[config.mk]
export PLATFORM = sky130hd
export DESIGN_NAME = can_xl_fragment_reassembler_unit
export DESIGN_NICKNAME = d
export VERILOG_FILES = /design/src/cxlfr_pkg.sv /design/src/can_xl_fragment_reassembler_unit.sv
export SDC_FILE = /design/constraint.sdc
export NUM_CORES = 1
export LEC_CHECK = 0
export BUFFER_PORTS_ARGS = -buffer_cell sky130_fd_sc_hd__buf_2
export CORE_ASPECT_RATIO = 1.2
export CORE_MARGIN = 3
export CORE_UTILIZATION = 28
export CTS_CLUSTER_DIAMETER = 120
export CTS_CLUSTER_SIZE = 10
export DETAILED_ROUTE_END_ITERATION = 10
export GPL_TIMING_DRIVEN = 0
export HOLD_SLACK_MARGIN = 0.08
export PLACE_DENSITY = 0.48
export RECOVER_POWER = 50
export SLEW_MARGIN = 20
export SYNTH_ARGS = -nofsm -noshare
export SYNTH_HDL_FRONTEND = slang
export SYNTH_SLANG_ARGS = --single-unit
[constraint.sdc]
create_clock -name clk -period 9.69 [get_ports clk]
set_input_delay 2.4225 -clock clk [delete_from_list [all_inputs] [get_ports clk]]
set_output_delay 2.4225 -clock clk [all_outputs]
set_load 0.03 [all_outputs]
[src/cxlfr_pkg.sv]
// Package for the CAN XL fragment reassembler: word types, status and kind codes,
// configuration indexes and reset values. No dependencies.
`timescale 1ns / 1ps

package cxlfr_pkg;

	localparam int BUFFER_BYTES_DEF = 2048;

	localparam int LEN_W  = 12;
	localparam int CNT_W  = 16;
	localparam int PRIO_W = 11;
	localparam int ADDR_W = 11;
	localparam int CFG_W  = 12;
	localparam int CIDX_W = 2;

	localparam logic [CIDX_W-1:0] CFG_TRANSFER_ID  = 2'd0;
	localparam logic [CIDX_W-1:0] CFG_MIN_FRAGMENT = 2'd1;
	localparam logic [CIDX_W-1:0] CFG_MAX_FRAGMENT = 2'd2;

	localparam logic [PRIO_W-1:0] RST_TRANSFER_ID  = 11'h242;
	localparam logic [LEN_W-1:0]  RST_MIN_FRAGMENT = 12'd1;
	localparam logic [LEN_W-1:0]  RST_MAX_FRAGMENT = 12'd2048;

	localparam logic [2:0] KIND_SINGLE      = 3'd0;
	localparam logic [2:0] KIND_FIRST       = 3'd1;
	localparam logic [2:0] KIND_CONSECUTIVE = 3'd2;
	localparam logic [2:0] KIND_LAST        = 3'd3;

	localparam logic [2:0] ST_NONE      = 3'd0;
	localparam logic [2:0] ST_STORED    = 3'd1;
	localparam logic [2:0] ST_COMPLETE  = 3'd2;
	localparam logic [2:0] ST_DUPLICATE = 3'd3;
	localparam logic [2:0] ST_BADSIZE   = 3'd4;
	localparam logic [2:0] ST_BADSEQ    = 3'd5;
	localparam logic [2:0] ST_OVERFLOW  = 3'd6;
	localparam logic [2:0] ST_IGNORED   = 3'd7;

	typedef struct packed {
		logic [2:0]        frame_kind;
		logic [CNT_W-1:0]  frame_count;
		logic [LEN_W-1:0]  fragment_len;
		logic [PRIO_W-1:0] frame_prio;
		logic [7:0]        frame_flags;
		logic [7:0]        frame_sdt;
		logic [31:0]       frame_af;
		logic [7:0]        payload_byte;
		logic              byte_valid;
		logic              frame_last;
	} in_word_t;

	typedef struct packed {
		logic              store_en;
		logic [ADDR_W-1:0] store_addr;
		logic [7:0]        store_byte;
		logic              frame_end;
		logic [2:0]        frame_status;
		logic [LEN_W-1:0]  packet_len;
		logic [PRIO_W-1:0] out_prio;
		logic [7:0]        out_flags;
		logic [7:0]        out_sdt;
		logic [31:0]       out_af;
	} out_word_t;

endpackage

[src/can_xl_fragment_reassembler_unit.sv]
// An accepted input word passes through the input register and then the result register.
// One word per cycle while the result side is not stalled; a frame is judged combinationally on its first word.
// Result register holds while stalled; the input side stalls only when both registers are full.
// Reset (arst_n low, asynchronous): control and configuration registers return to reset values,
// frame state cleared, no counter known; the payload registers are not reset. Depends on cxlfr_pkg.
`timescale 1ns / 1ps

module can_xl_fragment_reassembler_unit #(
	parameter int BUFFER_BYTES = cxlfr_pkg::BUFFER_BYTES_DEF
) (
	input  logic                          clk,
	input  logic                          arst_n,
	input  logic                          in_valid,
	output logic                          in_stall,
	input  cxlfr_pkg::in_word_t           in_word,
	output logic                          out_valid,
	input  logic                          out_stall,
	output cxlfr_pkg::out_word_t          out_word,
	input  logic                          cfg_we,
	input  logic [cxlfr_pkg::CIDX_W-1:0]  cfg_index,
	input  logic [cxlfr_pkg::CFG_W-1:0]   cfg_data
);

	localparam int LEN_W = cxlfr_pkg::LEN_W;
	localparam int OFS_W = $clog2(BUFFER_BYTES + 1);
	localparam int SUM_W = ((OFS_W > LEN_W) ? OFS_W : LEN_W) + 1;
	localparam logic [SUM_W-1:0] BUF_LIM = SUM_W'(BUFFER_BYTES);

	// configuration
	logic [cxlfr_pkg::PRIO_W-1:0] transfer_id_q;
	logic [LEN_W-1:0]             min_fragment_q;
	logic [LEN_W-1:0]             max_fragment_q;

	// frame and packet state
	logic                         count_known_q;
	logic [cxlfr_pkg::CNT_W-1:0]  last_count_q;
	logic [LEN_W-1:0]             fragment_size_q;
	logic [OFS_W-1:0]             write_offset_q;
	logic [OFS_W-1:0]             packet_length_q;
	logic [cxlfr_pkg::PRIO_W-1:0] held_prio_q;
	logic [7:0]                   held_flags_q;
	logic [7:0]                   held_sdt_q;
	logic [31:0]                  held_af_q;
	logic                         in_frame_q;
	logic [2:0]                   frame_action_q;
	logic [LEN_W-1:0]             byte_index_q;
	logic [OFS_W-1:0]             frame_base_q;
	logic [LEN_W-1:0]             frame_len_q;

	// pipeline
	logic                 valid_s1;
	cxlfr_pkg::in_word_t  word_s1;
	logic                 out_valid_q;
	cxlfr_pkg::out_word_t out_word_q;
	logic                 adv;

	assign adv       = valid_s1 && (!out_valid_q || !out_stall);
	assign in_stall  = valid_s1 && !adv;
	assign out_valid = out_valid_q;
	assign out_word  = out_word_q;

	// judge of a frame's first word
	logic [2:0]                  j_act;
	logic                        j_known;
	logic [cxlfr_pkg::CNT_W-1:0] j_last;
	logic [LEN_W-1:0]            j_fs;
	logic [OFS_W-1:0]            j_wo;
	logic [OFS_W-1:0]            j_pl;
	logic                        j_hdr;
	logic [OFS_W-1:0]            j_base;
	logic [LEN_W-1:0]            j_len;
	logic [cxlfr_pkg::CNT_W-1:0] lc_eff;
	logic [SUM_W-1:0]            len_ext;
	logic [SUM_W-1:0]            wo_sum;
	logic [SUM_W-1:0]            pl_sum;

	always_comb begin
		j_act   = cxlfr_pkg::ST_IGNORED;
		j_known = count_known_q;
		j_last  = last_count_q;
		j_fs    = fragment_size_q;
		j_wo    = write_offset_q;
		j_pl    = packet_length_q;
		j_hdr   = 1'b0;
		j_base  = '0;
		j_len   = '0;
		lc_eff  = count_known_q ? last_count_q : word_s1.frame_count;
		len_ext = SUM_W'(word_s1.fragment_len);
		wo_sum  = SUM_W'(write_offset_q) + len_ext;
		pl_sum  = SUM_W'(packet_length_q) + len_ext;
		if (word_s1.frame_prio == transfer_id_q) begin
			j_known = 1'b1;
			j_last  = lc_eff;
			priority if (count_known_q && last_count_q == word_s1.frame_count) begin
				j_act = cxlfr_pkg::ST_DUPLICATE;
			end else if (word_s1.frame_kind == cxlfr_pkg::KIND_SINGLE) begin
				j_last = word_s1.frame_count;
				if (len_ext > BUF_LIM) begin
					j_act = cxlfr_pkg::ST_OVERFLOW;
				end else begin
					j_hdr = 1'b1;
					j_pl  = OFS_W'(word_s1.fragment_len);
					j_len = word_s1.fragment_len;
					j_act = cxlfr_pkg::ST_COMPLETE;
				end
			end else if (word_s1.frame_kind == cxlfr_pkg::KIND_FIRST) begin
				if (word_s1.fragment_len < min_fragment_q ||
				    word_s1.fragment_len > max_fragment_q) begin
					j_act = cxlfr_pkg::ST_BADSIZE;
				end else begin
					j_last = word_s1.frame_count;
					if (len_ext > BUF_LIM) begin
						j_act = cxlfr_pkg::ST_OVERFLOW;
					end else begin
						j_hdr = 1'b1;
						j_pl  = OFS_W'(word_s1.fragment_len);
						j_wo  = OFS_W'(word_s1.fragment_len);
						j_fs  = word_s1.fragment_len;
						j_len = word_s1.fragment_len;
						j_act = cxlfr_pkg::ST_STORED;
					end
				end
			end else if (word_s1.frame_kind == cxlfr_pkg::KIND_CONSECUTIVE ||
			             word_s1.frame_kind == cxlfr_pkg::KIND_LAST) begin
				if (lc_eff + 16'd1 != word_s1.frame_count) begin
					j_act = cxlfr_pkg::ST_BADSEQ;
				end else begin
					j_last = word_s1.frame_count;
					if ((word_s1.frame_kind == cxlfr_pkg::KIND_CONSECUTIVE) ?
					    (word_s1.fragment_len != fragment_size_q) :
					    (word_s1.fragment_len > fragment_size_q)) begin
						j_act = cxlfr_pkg::ST_BADSIZE;
					end else if (wo_sum > BUF_LIM || pl_sum > BUF_LIM) begin
						j_act = cxlfr_pkg::ST_OVERFLOW;
					end else begin
						j_base = write_offset_q;
						j_len  = word_s1.fragment_len;
						j_wo   = OFS_W'(wo_sum);
						j_pl   = OFS_W'(pl_sum);
						j_act  = (word_s1.frame_kind == cxlfr_pkg::KIND_CONSECUTIVE) ?
						         cxlfr_pkg::ST_STORED : cxlfr_pkg::ST_COMPLETE;
					end
				end
			end else begin
				j_act = cxlfr_pkg::ST_IGNORED;
			end
		end
	end

	// per-word result
	logic [2:0]                   act;
	logic [OFS_W-1:0]             base;
	logic [LEN_W-1:0]             flen;
	logic [LEN_W-1:0]             idx;
	logic [LEN_W-1:0]             idx_nxt;
	logic [LEN_W-1:0]             pl_now;
	logic [cxlfr_pkg::PRIO_W-1:0] prio_now;
	logic [7:0]                   flags_now;
	logic [7:0]                   sdt_now;
	logic [31:0]                  af_now;
	logic [SUM_W-1:0]             base_ext;
	logic [SUM_W-1:0]             pl_ext;
	logic                         storing;
	cxlfr_pkg::out_word_t         res;

	always_comb begin
		act      = in_frame_q ? frame_action_q : j_act;
		base     = in_frame_q ? frame_base_q : j_base;
		flen     = in_frame_q ? frame_len_q : j_len;
		idx      = in_frame_q ? byte_index_q : '0;
		idx_nxt  = (word_s1.byte_valid && idx != '1) ? idx + 1'b1 : idx;
		pl_ext   = SUM_W'(in_frame_q ? packet_length_q : j_pl);
		pl_now   = pl_ext[LEN_W-1:0];
		prio_now = (!in_frame_q && j_hdr) ? word_s1.frame_prio : held_prio_q;
		flags_now = (!in_frame_q && j_hdr) ? word_s1.frame_flags : held_flags_q;
		sdt_now  = (!in_frame_q && j_hdr) ? word_s1.frame_sdt : held_sdt_q;
		af_now   = (!in_frame_q && j_hdr) ? word_s1.frame_af : held_af_q;
		base_ext = SUM_W'(base) + SUM_W'(idx);
		storing  = (act == cxlfr_pkg::ST_STORED || act == cxlfr_pkg::ST_COMPLETE);
		res      = '0;
		if (word_s1.byte_valid && storing && idx < flen) begin
			res.store_en   = 1'b1;
			res.store_addr = base_ext[cxlfr_pkg::ADDR_W-1:0];
			res.store_byte = word_s1.payload_byte;
		end
		if (word_s1.frame_last) begin
			res.frame_end    = 1'b1;
			res.frame_status = act;
			if (act == cxlfr_pkg::ST_COMPLETE) begin
				res.packet_len = pl_now;
				res.out_prio   = prio_now;
				res.out_flags  = flags_now;
				res.out_sdt    = sdt_now;
				res.out_af     = af_now;
			end
		end
	end

	// payload registers
	always_ff @(posedge clk) begin
		if (!in_stall) begin
			word_s1 <= in_word;
		end
		if (adv) begin
			out_word_q <= res;
		end
	end

	// control and state
	always_ff @(posedge clk or negedge arst_n) begin
		if (!arst_n) begin
			transfer_id_q   <= cxlfr_pkg::RST_TRANSFER_ID;
			min_fragment_q  <= cxlfr_pkg::RST_MIN_FRAGMENT;
			max_fragment_q  <= cxlfr_pkg::RST_MAX_FRAGMENT;
			valid_s1        <= 1'b0;
			out_valid_q     <= 1'b0;
			count_known_q   <= 1'b0;
			last_count_q    <= '0;
			fragment_size_q <= '0;
			write_offset_q  <= '0;
			packet_length_q <= '0;
			held_prio_q     <= '0;
			held_flags_q    <= '0;
			held_sdt_q      <= '0;
			held_af_q       <= '0;
			in_frame_q      <= 1'b0;
			frame_action_q  <= cxlfr_pkg::ST_NONE;
			byte_index_q    <= '0;
			frame_base_q    <= '0;
			frame_len_q     <= '0;
		end else begin
			if (cfg_we) begin
				unique case (cfg_index)
					cxlfr_pkg::CFG_TRANSFER_ID:  transfer_id_q  <= cfg_data[cxlfr_pkg::PRIO_W-1:0];
					cxlfr_pkg::CFG_MIN_FRAGMENT: min_fragment_q <= cfg_data;
					cxlfr_pkg::CFG_MAX_FRAGMENT: max_fragment_q <= cfg_data;
					default: ;
				endcase
			end
			if (!in_stall) begin
				valid_s1 <= in_valid;
			end
			if (adv) begin
				out_valid_q <= 1'b1;
			end else if (!out_stall) begin
				out_valid_q <= 1'b0;
			end
			if (adv) begin
				if (!in_frame_q) begin
					count_known_q   <= j_known;
					last_count_q    <= j_last;
					fragment_size_q <= j_fs;
					write_offset_q  <= j_wo;
					packet_length_q <= j_pl;
					frame_base_q    <= j_base;
					frame_len_q     <= j_len;
					if (j_hdr) begin
						held_prio_q  <= word_s1.frame_prio;
						held_flags_q <= word_s1.frame_flags;
						held_sdt_q   <= word_s1.frame_sdt;
						held_af_q    <= word_s1.frame_af;
					end
				end
				if (word_s1.frame_last) begin
					in_frame_q     <= 1'b0;
					byte_index_q   <= '0;
					frame_action_q <= cxlfr_pkg::ST_NONE;
				end else begin
					in_frame_q     <= 1'b1;
					byte_index_q   <= idx_nxt;
					frame_action_q <= act;
				end
			end
		end
	end

endmodule

== Yosys cells after proc, flatten, opt, wreduce, memory -nomap -nowiden ==
Index checks and enable logic that the tools add are counted.
W data, S select, Z words.

* Register bits after elaboration: 384
* Bits in latches: 0
* Memory bits (writable): 0
* Bits in read-only memories: 0
* Bits of input ports: 119
* Memories: 0

* Add/sub/neg operators: 5
* Multipliers: 0
* Div/mod/pow operators: 0
* Magnitude comparators: 7
* Equality and inequality tests: 18
* Shift-type cells: 0
* Muxes and demuxes: 79
* Bitwise logic cells: 5
* Reductions and logical operators: 28

{| class="wikitable"
|+ Operators with widths
! operator !! number
|-
| $mux W12 || 41
|-
| $mux W16 || 7
|-
| $mux W75 || 1
|-
| $mux W71 || 1
|-
| $mux W3 || 13
|-
| $mux W32 || 1
|-
| $add A12 B12 Y13 || 2
|-
| $gt A13 B12 Y1 const B || 2
|-
| $gt A12 B12 Y1 || 2
|-
| $lt A12 B12 Y1 || 2
|-
| $mux W20 || 1
|-
| $add A16 B1 Y16 const B || 1
|-
| $eq A16 B16 Y1 || 1
|-
| $mux W8 || 2
|-
| $ne A16 B16 Y1 || 1
|-
| $add A12 B1 Y12 const B || 1
|-
| $gt A12 B12 Y1 const B || 1
|-
| $ne A12 B12 Y1 || 1
|-
| $ne A12 B12 Y1 const B || 1
|-
| $add A11 B11 Y11 || 1
|-
| $eq A11 B11 Y1 || 1
|-
| $mux W11 || 1
|-
| $reduce_and A11 Y1 || 1
|-
| $mux W1 || 10
|-
| other kinds (17) || 46
|}

== Logic depth before layout (Yosys ltp) ==
Gate-level depths: netlist (run 1).

* Depth in word-level cells: 17
* Depth in mapped cells: 28
* Mapped depth without buffers: 23

== Worst setup path before layout (run 1) ==
No wires, ideal clock.

* Path type: input port to output port
* Start: in out_stall
* End: out in_stall
* Data arrival time: 5861 ps
* Data required time: 7267 ps
* Path slack: 1406 ps
* Stages: 2
* Path buffers: 0
* Cell sequence: nand3_1 inv_1

* Cells in the longest elaborated chain, start to end: 5

{| class="wikitable"
|+ RTL lines
! item !! RTL line !! RTL
|-
| from (decl) || can_xl_fragment_reassembler_unit.sv:17 || <nowiki>input logic out_stall,</nowiki>
|-
| $logic_not A1 Y1 || - ||
|-
| $logic_or A1 B1 Y1 || can_xl_fragment_reassembler_unit.sv:57 || <nowiki>assign adv = valid_s1 && (!out_valid_q || !out_stall);</nowiki>
|-
| $logic_and A1 B1 Y1 || can_xl_fragment_reassembler_unit.sv:57 ||
|-
| $logic_not A1 Y1 || can_xl_fragment_reassembler_unit.sv:58 || <nowiki>assign in_stall = valid_s1 && !adv;</nowiki>
|-
| $logic_and A1 B1 Y1 || can_xl_fragment_reassembler_unit.sv:58 ||
|-
| to (decl) || can_xl_fragment_reassembler_unit.sv:14 || <nowiki>output logic in_stall,</nowiki>
|}

No other way between the ends.

== Final worst setup path (run 1) ==
* Start: reg count_known_q
* End: reg out_word_q (netlist bit out_word[87]) (data pin)

* Cells in the longest elaborated chain, start to end: 14
* Elaborated cells on any way between the ends: 32
* Classes of those cells: 2 x add/sub; 1 x order compare; 3 x eq/ne; 22 x mux; 4 x reduce/logical

{| class="wikitable"
|+ RTL lines
! item !! RTL line !! RTL
|-
| from (decl) || can_xl_fragment_reassembler_unit.sv:35 || <nowiki>logic count_known_q;</nowiki>
|-
| from (signal assigned) || can_xl_fragment_reassembler_unit.sv:250 || <nowiki>count_known_q <= j_known;</nowiki>
|-
| parallel branches: the longest is 14 deep, another holds $add A16 B1 Y16 || - ||
|-
| to (signal assigned) || can_xl_fragment_reassembler_unit.sv:205 || <nowiki>out_word_q <= res;</nowiki>
|-
| to (decl) || can_xl_fragment_reassembler_unit.sv:54 || <nowiki>cxlfr_pkg::out_word_t out_word_q;</nowiki>
|}

Parallel ways; which one is timed is not known.
A chain may end at the register's enable or synchronous reset.

==> results of run 1 <==
[routing by layer]
metal | track usage | up-vias | part of all wire
met1 | 0.204 | 7126 | 0.43
li1 | - | 6793 | -
met2 | 0.280 | 333 | 0.50
met3 | 0.0278 | 108 | 0.043
met4 | 0.0583 | 4 | 0.033
met5 | 0 | - | 0.00049
[cells in the final DEF, fill, tap and decap left out, types with 21 or more instances in the layout]
cell / count
nand3_1: 33
a21oi_1: 127
dfrtp_1: 183
nand2_1: 247
inv_1: 62
mux2i_1: 22
a22o_1: 42
clkbuf_1: 115
nand4_1: 21
clkbuf_16: 44
xnor2_1: 38
ha_1: 82
o21ai_0: 55
mux2_2: 122
nor2_1: 69
edfxtp_1: 195
buf_2: 197
[final cells by class]
type | count | area share
flip-flops and latches | 383 | 0.462
multi-input cells | 1169 | 0.358
clock buffers | 76 | 0.0533
well taps | 901 | 0.0492
repair buffers | 221 | 0.0492
plain buffers | 73 | 0.0142
inverters | 62 | 0.0102
clock inverters | 4 | 0.00328
diodes | 8 | 0.000874
[where the power goes]
part	internal [W]	switching (W)
logic	0.000162	0.000308
clock network	0.000861	0.000700
registers	0.00182	0.0000762
total	0.00285	0.00108
[registers in the layout, indices dropped and copies added (netlist names), 16 cells and up]
register and flops:
held_af_q 32, last_count_q 16, out_word 95, word_s1 88
[path summary, 6_finish.rpt]
check                                              start  slack, ns                            end
max                            count_known_q$_DFFE_PN0P_       1.43     out_word[87]$_SDFFCE_PN0P_
min in group asynchronous                         arst_n       3.26   last_count_q[10]$_DFFE_PN0P_
max reg2reg                    count_known_q$_DFFE_PN0P_       1.43     out_word[87]$_SDFFCE_PN0P_
min reg2reg                frame_action_q[0]$_DFFE_PN0P_       0.48  frame_action_q[0]$_DFFE_PN0P_
min                        frame_action_q[0]$_DFFE_PN0P_       0.48  frame_action_q[0]$_DFFE_PN0P_
max in group asynchronous                         arst_n       2.33           valid_s1$_DFFE_PN0N_
[tightest hold or removal path, stage by stage, from the launching register on]
cell     delay, ns
dfrtp_1       0.34
nand2_1       0.04
o21ai_0       0.06
[cells by family (layout without fill, tap and decap cells)]
logic type / count (synthesis) / after routing / synth area share
and+or+nand+nor: 498 / 498 / 0.122
AOI/OAI and AO/OA: 383 / 383 / 0.136
DFF: 383 / 383 / 0.547
muxes: 145 / 145 / 0.0837
buffers and inverters: 135 / 436 / 0.0287
adders and majority gates: 85 / 85 / 0.0562
xor gates and xnor gates: 58 / 58 / 0.0263
other: 0 / 8 / 0
[metrics by stage]
step                      setup TNS, ns  instance area (µm²)
after floorplan                       0                19300
final                                 0                22900
after detailed placement              0                21700
after global routing                  0                22900
after global placement           -0.110                21500
after CTS                             0                23000
==> results.sh, run 1 <==
export IMPL_cp_common_cell="a21o_1"
export IMPL_rows=104
export IMPL_crit_buf_inv=5
export IMPL_yosys_top_cells_area="edfxtp_1 30%, dfrtp_1 24%, mux2_2 7.1%"
export IMPL_synth_area_leader_cell="edfxtp_1"
export IMPL_ant_nets=0
export IMPL_leakagePower_nw=9.48
export IMPL_required_ns=10.06
export IMPL_gp_congestion=0.858
export IMPL_via_per_inst=4.96
export IMPL_ff2ff_path_depth=27
export IMPL_vdd_drop_max_v=0.000122
export IMPL_path_max_fanout=10
export IMPL_fin_nets=2158
export IMPL_drive_above_1_share=0.206
export IMPL_clkLatencyLatePin_ns=0.59
export IMPL_worstPathArrival_ns=8.62
export IMPL_cp_top_family="compound AO/OA/AOI/OAI gates"
export IMPL_fin_skew_ns=0.0252
export IMPL_synth_top_cell_area_share=0.303
export IMPL_finalHoldViolCount=0
export IMPL_multi_input_comb_area_um2=8200
export IMPL_period_minus_slack_ns=8.26
export IMPL_final_max_slew_viol_count=224
export IMPL_grt_start_max_net_pins=75
export IMPL_ys_ff_latch=383
export IMPL_max_cap_violations=5
export IMPL_post_cts_resized=0
export IMPL_areaGrowthSynthToFinish_pct=18.5
export IMPL_postSynthCellCount=1687
export IMPL_gr_usage_all_layers=0.162
export IMPL_routed_wl_mm=58.9
export IMPL_slew_limit_headroom=-1.73
export IMPL_violations="capacitance limit, slew limit"
export IMPL_dr_first_iter_drc_count=719
export IMPL_async_reset_ff_frac=0.491
export IMPL_cts_root_buffer="clkbuf_16"
export IMPL_hold_path_depth=2
export IMPL_synth_distinct_cells=87
export IMPL_postCtsSetupBuffers=0
export IMPL_ctsHoldBuffers=0
export IMPL_regArea_um2=10600
export IMPL_whs_ns=0.483
export IMPL_ys_warn_count=0
export IMPL_post_synth_top_count_cell="nand2_1"
export IMPL_worstSetupEndpointType="register"
export IMPL_io_pins=216
export IMPL_avgSynthCellArea_um2=11.4
export IMPL_total_power_w=0.00393
export IMPL_ys_top_cells_by_count="247 x nand2_1, 195 x edfxtp_1, 183 x dfrtp_1, 127 x a21oi_1, 122 x mux2_2"
export IMPL_cts_sinks=383
export IMPL_die_w_um=246
export IMPL_grt_pass1_wl_mm=90.9
export IMPL_first_pass_iters=5
export IMPL_fp_dieH_um=294
export IMPL_instances_no_fill=2897
export IMPL_syn_area_um2=19300
export IMPL_antenna_found_initial=11
export IMPL_power_density_nw_per_um2=172
export IMPL_io_buffers=215
export IMPL_period_share=0.852
export IMPL_start_util=0.285
export IMPL_via_count=14400
export IMPL_dp_cells=2809
export IMPL_status="finished with violations"
export IMPL_drc=0
export IMPL_cts_tree="yes"
export IMPL_clk_pin_slew_ns=0.07
export IMPL_setup_viol=0
export IMPL_die_area_um2=72200
export IMPL_synth_ff_type="edfxtp_1"
export IMPL_pre_cts_slack_ns=1.50
export IMPL_synth_edf_count=195
export IMPL_hpwl_mm=42.9
export IMPL_wl_per_cell_um=20.3
export IMPL_start_kind="register"
export IMPL_cts_inserted_buffers=44
export IMPL_path_class="reg -> reg"
export IMPL_final_core_util=0.338
export IMPL_clock_path_buffers=3
export IMPL_core_area_um2=67700
export IMPL_worst_pin_slew_ns=4.09
export IMPL_fill_cells=6910
export IMPL_grt_overflow=0
export IMPL_syn_nets=1891
export IMPL_crit_cells=27
export IMPL_h_tree_depth=2
export IMPL_critPathSlowestCell="a2111oi_0"
export IMPL_grt_pass1_vias=15000
export IMPL_worst_hold_path_type="reg -> reg"
export IMPL_yosysSeqAreaShare=0.547
export IMPL_timing_fmax_mhz=121
export IMPL_rsz0062_at_grt="false"
export IMPL_final_setup_worst_slack_ns=1.43
export IMPL_slowest_delay_ns=0.57
No activity file was read; power rests on OpenSTA's default activity.
==> run 2, diff against run 1 <==
- BUFFER_PORTS_ARGS: -buffer_cell sky130_fd_sc_hd__buf_2 -> -buffer_cell sky130_fd_sc_hd__buf_4
- CORE_MARGIN: 3 -> 2
==> run 2 against run 1 <==
Effect of this change:
- the run still ends with capacitance limit, slew limit left
- cell count is 0.17% higher
- first-iteration DRC count grew 26%
- register-to-register slack got worse by 0.02 ns
- die area fell by 1.5%
- global-route usage barely moved
- critical endpoint unchanged
- critical path type unchanged
- via count increased by 0.36%
- power grew 1.1%
- largest cell class unchanged
==> results.sh, run 2 (synthesis results as in run 1) <==
export IMPL_max_cap_violations=4
export IMPL_gp_congestion=0.883
export IMPL_p_switching_w=0.00108
export IMPL_pre_cts_slack_ns=1.44
export IMPL_h_tree_depth=2
export IMPL_rows=105
export IMPL_slowest_delay_ns=0.66
export IMPL_instances_no_fill=2902
export IMPL_core_area_um2=68300
export IMPL_cts_root_buffer="clkbuf_16"
export IMPL_finalHoldViolCount=0
export IMPL_rsz0062_at_grt="false"
export IMPL_slew_limit_headroom=-1.72
export IMPL_drive_above_1_share=0.212
export IMPL_grt_overflow=0
export IMPL_cts_tree="yes"
export IMPL_power_density_nw_per_um2=170
export IMPL_fin_nets=2160
export IMPL_period_minus_slack_ns=8.28
export IMPL_via_count=14400
export IMPL_worstPathArrival_ns=8.66
export IMPL_status="finished with violations"
export IMPL_final_setup_worst_slack_ns=1.41
export IMPL_num_antenna_cells=0
export IMPL_grt_pass1_wl_mm=89.9
export IMPL_final_max_slew_viol_count=204
export IMPL_routed_wl_mm=58.5
export IMPL_areaGrowthSynthToFinish_pct=21.4
export IMPL_timing_fmax_mhz=121
export IMPL_clk_pin_slew_ns=0.06
export IMPL_postCtsSetupBuffers=0
export IMPL_path_max_fanout=10
export IMPL_worst_pin_slew_ns=4.08
export IMPL_layout_commonest_cell="nand2_1"
export IMPL_clock_path_buffers=3
export IMPL_pwr_share_clk=0.397
export IMPL_gr_usage_all_layers=0.162
export IMPL_grt_pass1_vias=14900
export IMPL_vdd_drop_max_v=0.000113
export IMPL_cts_sinks=383
export IMPL_antenna_found_initial=4
export IMPL_final_cell_mix="247 x nand2_1, 195 x edfxtp_1, 183 x dfrtp_1, 127 x a21oi_1, 121 x mux2_2"
export IMPL_drc=0
export IMPL_combPwrFrac=0.125
export IMPL_total_power_w=0.00398
export IMPL_die_w_um=244
export IMPL_dp_cells=2818
export IMPL_worstSetupEndpointType="register"
export IMPL_cp_common_cell="a21o_1"
export IMPL_fin_skew_ns=0.0288
export IMPL_hpwl_mm=42.6
export IMPL_start_util=0.283
export IMPL_dr_first_iter_drc_count=909
export IMPL_switching_share=0.273
export IMPL_start_kind="register"
export IMPL_clkLatencyLatePin_ns=0.59
export IMPL_ant_nets=0
export IMPL_required_ns=10.07
export IMPL_die_area_um2=71100
export IMPL_via_per_inst=4.97
export IMPL_post_cts_resized=0
export IMPL_io_buffers=215
export IMPL_crit_buf_inv=5
export IMPL_worst_hold_path_type="reg -> reg"
export IMPL_leakagePower_nw=9.67
export IMPL_period_share=0.854
export IMPL_fp_dieH_um=292
export IMPL_seq_power_share=0.478
export IMPL_io_pins=216
export IMPL_cts_inserted_buffers=45
export IMPL_first_pass_iters=5
export IMPL_critPathSlowestCell="a2111oi_0"
export IMPL_cp_top_family="compound AO/OA/AOI/OAI gates"
export IMPL_intPower_w=0.00289
export IMPL_violations="capacitance limit, slew limit"
export IMPL_grt_start_max_net_pins=76
export IMPL_largest_reg_flops=95
export IMPL_path_class="reg -> reg"
export IMPL_ctsHoldBuffers=0
export IMPL_fin_setup_tns_ns=0
export IMPL_setup_viol=0
export IMPL_wl_per_cell_um=20.2
==> run 2: changes by cell type in the layout (fill, tap and decap cells not counted), moves of 3 or more <==
cell	before	now
buf_4	1	111
inv_6	1	4
buf_2	197	5
clkbuf_4	1	94
clkbuf_1	115	106
diode_2	8	0
==> run 2: worst paths after layout <==
check	start	to	slack, ns	cells after the start
max in group asynchronous	arst_n	frame_base_q[0]$_DFFE_PN0P_	1.85	2
worst min-delay path	byte_index_q[8]$_DFFE_PN0P_	byte_index_q[8]$_DFFE_PN0P_	0.49	1
worst min register to register	byte_index_q[8]$_DFFE_PN0P_	byte_index_q[8]$_DFFE_PN0P_	0.49	1
worst max-delay path	count_known_q$_DFFE_PN0P_	out_word[87]$_SDFFCE_PN0P_	1.41	27
worst max register to register	count_known_q$_DFFE_PN0P_	out_word[87]$_SDFFCE_PN0P_	1.41	27
min in group asynchronous	arst_n	out_valid$_DFFE_PN0P_	2.83	1
==> run 2: power by group through the flow <==
stage          registers, W  clock network (W)  logic [W]
6_report            0.00190            0.00158   0.000498
5_1_grt             0.00191            0.00170   0.000545
4_1_cts             0.00190            0.00164   0.000514
3_5_place_dp        0.00193                  0   0.000512
3_3_place_gp        0.00194                  0   0.000490
2_1_floorplan       0.00196                  0   0.000247
==> run 2: worst register-to-register path: cells and delay by family, from the launching register on <==
family                     cells  cell delay, ns
AOI/OAI and AO/OA             13            3.41
DFF                            1            0.37
and+or+nand+nor                5            1.15
adders and majority gates      2            0.61
muxes                          2            0.81
buffers and inverters          5            1.73
==> run 2: layer usage <==
metal / GRT usage / up-vias / routed length [µm]
met5: 0 / - / 53
met4: 0.0495 / 8 / 1540
met3: 0.0309 / 97 / 2730
met2: 0.284 / 350 / 29300
met1: 0.202 / 7179 / 24900
li1: - / 6781 / -
==> run 2: cell type report <==
type | count | area [µm²]
Fill cell | 6890 | 44900
Tap cell | 909 | 1140
Timing Repair Buffer | 222 | 1670
Inverter | 62 | 233
Clock buffer | 79 | 1250
Buffer | 73 | 322
Sequential cell | 383 | 10600
Multi-Input combinational cell | 1169 | 8200
Clock inverter | 5 | 55.1
==> run 2: per-stage QoR <==
| step | instance area [µm²] | hold slack [ns] | utilization |
|---|---|---|---|
| 6_report | 23400 | 0.486 | 0.343 |
| 5_1_grt | 23400 | 0.515 | 0.343 |
| 4_1_cts | 23600 | 0.482 | 0.345 |
| 3_5_place_dp | 22300 | 0.465 | 0.326 |
| 3_3_place_gp | 22100 | 0.465 | 0.323 |
| 2_1_floorplan | 19300 | 0.439 | - |
